<file path="src/hw/rtl/rtpl_pkg.sv">
// Types, codes and constants of the radix trie prefix lookup block.
`timescale 1ns / 1ps
package rtpl_pkg;

  localparam int unsigned NODE_DEPTH_DEF = 65536;
  localparam int unsigned LEAF_DEPTH_DEF = 65536;

  localparam int unsigned IN_DATA_W  = 304;
  localparam int unsigned IN_USER_W  = 3;
  localparam int unsigned OUT_DATA_W = 64;
  localparam int unsigned OUT_USER_W = 1;
  localparam int unsigned CFG_IDX_W  = 2;
  localparam int unsigned CFG_DATA_W = 17;

  localparam int unsigned KEY_W   = 128;
  localparam int unsigned DEPTH_W = 8;
  localparam int unsigned NODE_W  = 96;
  localparam int unsigned LEAF_W  = 64;

  localparam logic [DEPTH_W-1:0] V4_BITS = 8'd32;
  localparam logic [DEPTH_W-1:0] V6_BITS = 8'd128;

  localparam logic [31:0] NET_NONE_MASK = 32'h8000_0000;
  localparam logic [31:0] MAPPED_TAG    = 32'h0000_FFFF;

  localparam logic [CFG_IDX_W-1:0] CFG_IPV4_ROOT  = 2'd0;
  localparam logic [CFG_IDX_W-1:0] CFG_NODE_COUNT = 2'd1;
  localparam logic [CFG_IDX_W-1:0] CFG_LEAF_COUNT = 2'd2;

  typedef enum logic [1:0] {
    OP_NODE   = 2'd0,
    OP_LEAF   = 2'd1,
    OP_LOOKUP = 2'd2
  } rtpl_op_e;

  typedef enum logic [1:0] {
    ST_IDLE,
    ST_WALK,
    ST_DONE
  } rtpl_state_e;

  // Controller to datapath.
  typedef struct packed {
    logic wr_node;
    logic wr_leaf;
    logic start;
    logic step;
    logic leaf_rd;
    logic miss;
    logic push;
  } rtpl_cmd_t;

  // Datapath to controller.
  typedef struct packed {
    logic start_ok;
    logic walk_end;
    logic child_ok;
    logic leaf_ok;
    logic out_free;
  } rtpl_sts_t;

endpackage

</file>
<file path="src/hw/rtl/rtpl_ctrl.sv">
// Controller state machine for the trie walk.
`timescale 1ns / 1ps
module rtpl_ctrl import rtpl_pkg::*; (
  input  logic       clk_i,
  input  logic       rst_ni,
  input  logic       in_valid_i,
  input  logic [1:0] in_op_i,
  output logic       in_ready_o,
  input  rtpl_sts_t  sts_i,
  output rtpl_cmd_t  cmd_o
);

  rtpl_state_e state_q, state_d;

  always_ff @(posedge clk_i or negedge rst_ni) begin
    if (!rst_ni) begin
      state_q <= ST_IDLE;
    end else begin
      state_q <= state_d;
    end
  end

  // Next state
  always_comb begin
    state_d = state_q;
    unique case (state_q)
      ST_IDLE: begin
        if (in_valid_i && (in_op_i == OP_LOOKUP)) begin
          state_d = sts_i.start_ok ? ST_WALK : ST_DONE;
        end
      end
      ST_WALK: begin
        if (sts_i.walk_end || !sts_i.child_ok) begin
          state_d = ST_DONE;
        end
      end
      ST_DONE: begin
        if (sts_i.out_free) begin
          state_d = ST_IDLE;
        end
      end
      default: state_d = ST_IDLE;
    endcase
  end

  // Outputs
  always_comb begin
    cmd_o      = '0;
    in_ready_o = 1'b0;
    unique case (state_q)
      ST_IDLE: begin
        in_ready_o = 1'b1;
        if (in_valid_i) begin
          unique case (in_op_i)
            OP_NODE:   cmd_o.wr_node = 1'b1;
            OP_LEAF:   cmd_o.wr_leaf = 1'b1;
            OP_LOOKUP: begin
              cmd_o.start = sts_i.start_ok;
              cmd_o.miss  = !sts_i.start_ok;
            end
            default: ;
          endcase
        end
      end
      ST_WALK: begin
        if (sts_i.walk_end) begin
          cmd_o.leaf_rd = sts_i.leaf_ok;
          cmd_o.miss    = !sts_i.leaf_ok;
        end else begin
          cmd_o.step = sts_i.child_ok;
          cmd_o.miss = !sts_i.child_ok;
        end
      end
      ST_DONE: begin
        cmd_o.push = sts_i.out_free;
      end
      default: ;
    endcase
  end

endmodule

</file>
<file path="config.mk">
export PLATFORM = sky130hd
export DESIGN_NAME = rtpl_ctrl
export DESIGN_NICKNAME = d
export VERILOG_FILES = /design/src/hw/rtl/rtpl_pkg.sv /design/src/hw/rtl/rtpl_ctrl.sv
export SDC_FILE = /design/constraint.sdc
export NUM_CORES = 1
export LEC_CHECK = 0
export ABC_AREA = 0
export BUFFER_PORTS_ARGS = -buffer_cell sky130_fd_sc_hd__buf_2
export CAP_MARGIN = 20
export CORE_AREA = 8 8 45 47
export CTS_CLUSTER_SIZE = 25
export DETAILED_ROUTE_END_ITERATION = 10
export DIE_AREA = 0 0 53 55
export HOLD_SLACK_MARGIN = 0.1
export PLACE_DENSITY = 0.45
export SKIP_CTS_REPAIR_TIMING = 1
export SYNTH_ARGS = -nofsm -noshare
export SYNTH_HDL_FRONTEND = slang
export SYNTH_SLANG_ARGS = --single-unit
</file>
<file path="constraint.sdc">
create_clock -name clk_i -period 1.1 [get_ports clk_i]
set_clock_uncertainty 0.1 [all_clocks]
set_input_delay 0.055 -clock clk_i [delete_from_list [all_inputs] [get_ports clk_i]]
set_output_delay 0.055 -clock clk_i [all_outputs]
set_load 0.01 [all_outputs]
</file>
== Yosys cells after proc, flatten, opt, wreduce, memory -nomap -nowiden ==
Index checks and enable logic that the tools add are counted.
Cells by class
  reduce and logical (&&, ||, !) cells: 8
  multiplexer cells: 19
  eq/ne operators: 7
Operator list (number)
  $mux W1: 10
  $mux W2: 5
  $mux W3: 2
  $ne A2 B2 Y1 const B: 3
  $pmux W2 S3: 1
  $eq A2 B1 Y1 const B: 2
  $eq A2 B2 Y1 const B: 2
  $logic_not A2 Y1: 2
  $logic_not A1 Y1: 3
  $reduce_and A3 Y1: 1
  $pmux W1 S2: 1
  $logic_and A1 B1 Y1: 1
  $logic_or A1 B1 Y1: 1
Word-level totals
  output and inout port bits: 8
  logic and storage cells: 35
  input port bits: 10
  register bits after elaboration: 2

== Longest topological paths before layout ==
  depth in word-level cells: 4
  mapped depth: 3
  gate-level depth less buffers: 3

== Worst setup path before layout ==
No wires, ideal clock.
  path type: register -> register
  start point: register state_q[1]
  end point: register state_q[0]
  data required time: 876 ps
  path buffers: 0
  setup slack: -71 ps
  period minus slack after synthesis: 1171 ps
  arrival time: 947 ps
  stages on the path, launching flop included: 4
  library setup time: 124 ps
  path through: dfrtp_1 -> and4bb_1 -> and3b_1 -> or2_1
On the way
  word-level cells in the longest chain between the ends: 3
  elaborated cells on any way between the ends: 8
  those cells by class: 5 x eq/ne; 1 x mux; 2 x reduce/logical
RTL lines
  from (decl): RTL line rtpl_ctrl.sv:13  | rtpl_state_e state_q, state_d;
  from (signal assigned): RTL line rtpl_ctrl.sv:19  | state_q <= state_d;
  $eq A2 B1 Y1, or another cell as far along: RTL line rtpl_ctrl.sv:26  | unique case (state_q)
  $ne A2 B2 Y1 (no line)
  $reduce_and A3 Y1 (no line)
Several ways; a longest one is shown, not always the timed one.
A chain may end at the register's enable or synchronous reset.

==> metrics.txt <==
Hold Path Origin sts_i[4]; post-synthesis cell type count 12; vias per cell 3.79; Root Buffer clkbuf_4; type of the most critical hold path in -> reg; vias in the first global route 237; worst skew pair latency 0.22 ns; H-tree depth 1; Endpoint, Worst Hold state_q[1]; Die ar. 0.00292 mm2; largest net degree at the start of global routing 6; CP required 0.94 ns; first-pass GRT wire length 945 um; PortBufs 17; count leader, synth nor2_1; worst r2r dst state_q[0]; max-cap violations 0; placed cell count 55; share of cells above drive strength 1 50.0%; Critical Path Source Type flop; Final Non-Filler Cells 62; Post-Syn Area 173 um2; post-synthesis simple-gate area fraction 58.7%; DIE HEIGHT 55 um; final wirelength 634 um; Area Growth Syn to Fin 97.1%; Fmax achieved 737 MHz; CTS tree built; number of synthesized flops with an enable pin 0; worst r2r path cells 3; Tcrit/Tclk final 123%; R2R setup slack -0.08 ns; post-synth top area share 29.0%; final worst slack -0.257 ns; post-synthesis compound-gate area fraction 7.97%; Initial Util 12.5%; Post-DP Area 278 um2; dominant cells by area after synthesis dfrtp_1, and4bb_1, nor2_1; hold slack final 0.0965 ns; CP endpoint kind output port; main combinational cell family by area after synthesis simple AND/OR/NAND/NOR gates; status complete, but fails checks; Max clock buf depth 2; Synth Area in XOR/XNOR 0%; via count 235; Avg Cell Area, Syn 7.85 um2; register area share after synthesis 29.0%; Post-synth ARST share 100%; number of diodes 0; most common flop cell mapped by yosys dfrtp_1; crit path max fanout 4; DR WL/cell 10.2 um; fin crit period 1.36 ns; RSZ-0062 raised after global routing true; Worst Hold Depth 4; DP HPWL 525 um; Core Util, Final 24.6%; grt total ovfl 0; WS Path Type reg -> out; Pins Over Slew Limit 0; post-synthesis mux area share 0%; post-layout power 0.335 mW; number of nets with antenna violations after routing 0; CP Launch Point state_q[1]; Post-synth top cells nor2_1, nand2_1; CP arrival 1.20 ns; warnings from Yosys 0; Slew @ Worst Pin 0.166 ns; R2R Path Start state_q[1]; failing checks setup timing; Layout Nets 58; post-route cell area 340 um2; Largest Register state_q; routability-driven placement congestion ratio 0.649; final setup fails 8; power per cell area 985 mW/mm2; drt initial violations 1; Slew HR 88.9%; Die X 53 um; post-synthesis net count 32; TritonCTS Buffers 3; Largest register FFs 2; hold violation count in the final report 0; core area 0.00138 mm2; Sink Count 2; clk slew on worst S/H paths 0.03 ns; Tot GR Track Use 4.59%; Cells after Synth 22; Adder-Cell Fraction of Synth Area 0%; Synth Register Bits 2; drt first pass iters 2; post-synth top area cell dfrtp_1; number of top-level pins 18; initial antenna violation count 0; P_leak 0.203 nW; largest registers state_q: 2 flops; Setup WS pre-CTS -0.0702 ns; Site Rows 14; Peak VDD IR 284 uV; Post-Route Setup TNS -1.21 ns; drc violations 0
==> routing by layer <==
layer  GRT usage (%)  up-vias  wire (um)  share of wire, %
met4            5.17        0          6              0.95
met3            2.41        2         93                15
met5               0        -          0                 0
li1                -      125          -                 -
met1            5.02       95        284                45
met2            5.86       13        250                39
==> critical path: stages (launching register included) <==
cell and delay (ns):
dfrtp_1 0.38, and4bb_1 0.27, and3b_1 0.19, buf_2 0.14
==> logic make-up after synthesis <==
logic type,after synthesis
AO/OA/AOI/OAI,2
flip-flops,2
buffers and inverters,2
AND/OR/NAND/NOR,16
==> power by group <==
group	switching, mW	internal, mW
clock	0.0421	0.120
sequential	0.00468	0.0798
combinational	0.0400	0.0483
total	0.0868	0.248
==> final cells by class <==
cell class	count	area, um2
inverter	2	7.51
fill	168	1040
clock buffer	3	22.5
tap	16	20.0
sequential	2	50.0
timing repair buffer	21	123
multi-input combinational	18	118
==> worst max-delay path by stage <==
stage                     cells past startpoint  slack [ns]          to
after floorplan                               3       -0.07  state_q[0]
after global placement                        3       -0.05  state_q[0]
after detailed placement                      3       -0.07  state_q[0]
after CTS                                     3       -0.27    cmd_o[4]
after global routing                          3       -0.33    cmd_o[4]
final                                         3       -0.26    cmd_o[4]
==> cells in the final DEF (no fill, tap or decap), drive strengths merged <==
cell type,count
buf,18
nor2,5
nand2,3
clkbuf,3
dlygate4sd3,3
nand2b,3
and4bb,2
inv,2
dfrtp,2
o21ai,1
and4b,1
and3b,1
or2,1
o221ai,1
No activity file was read; power rests on OpenSTA's default activity.
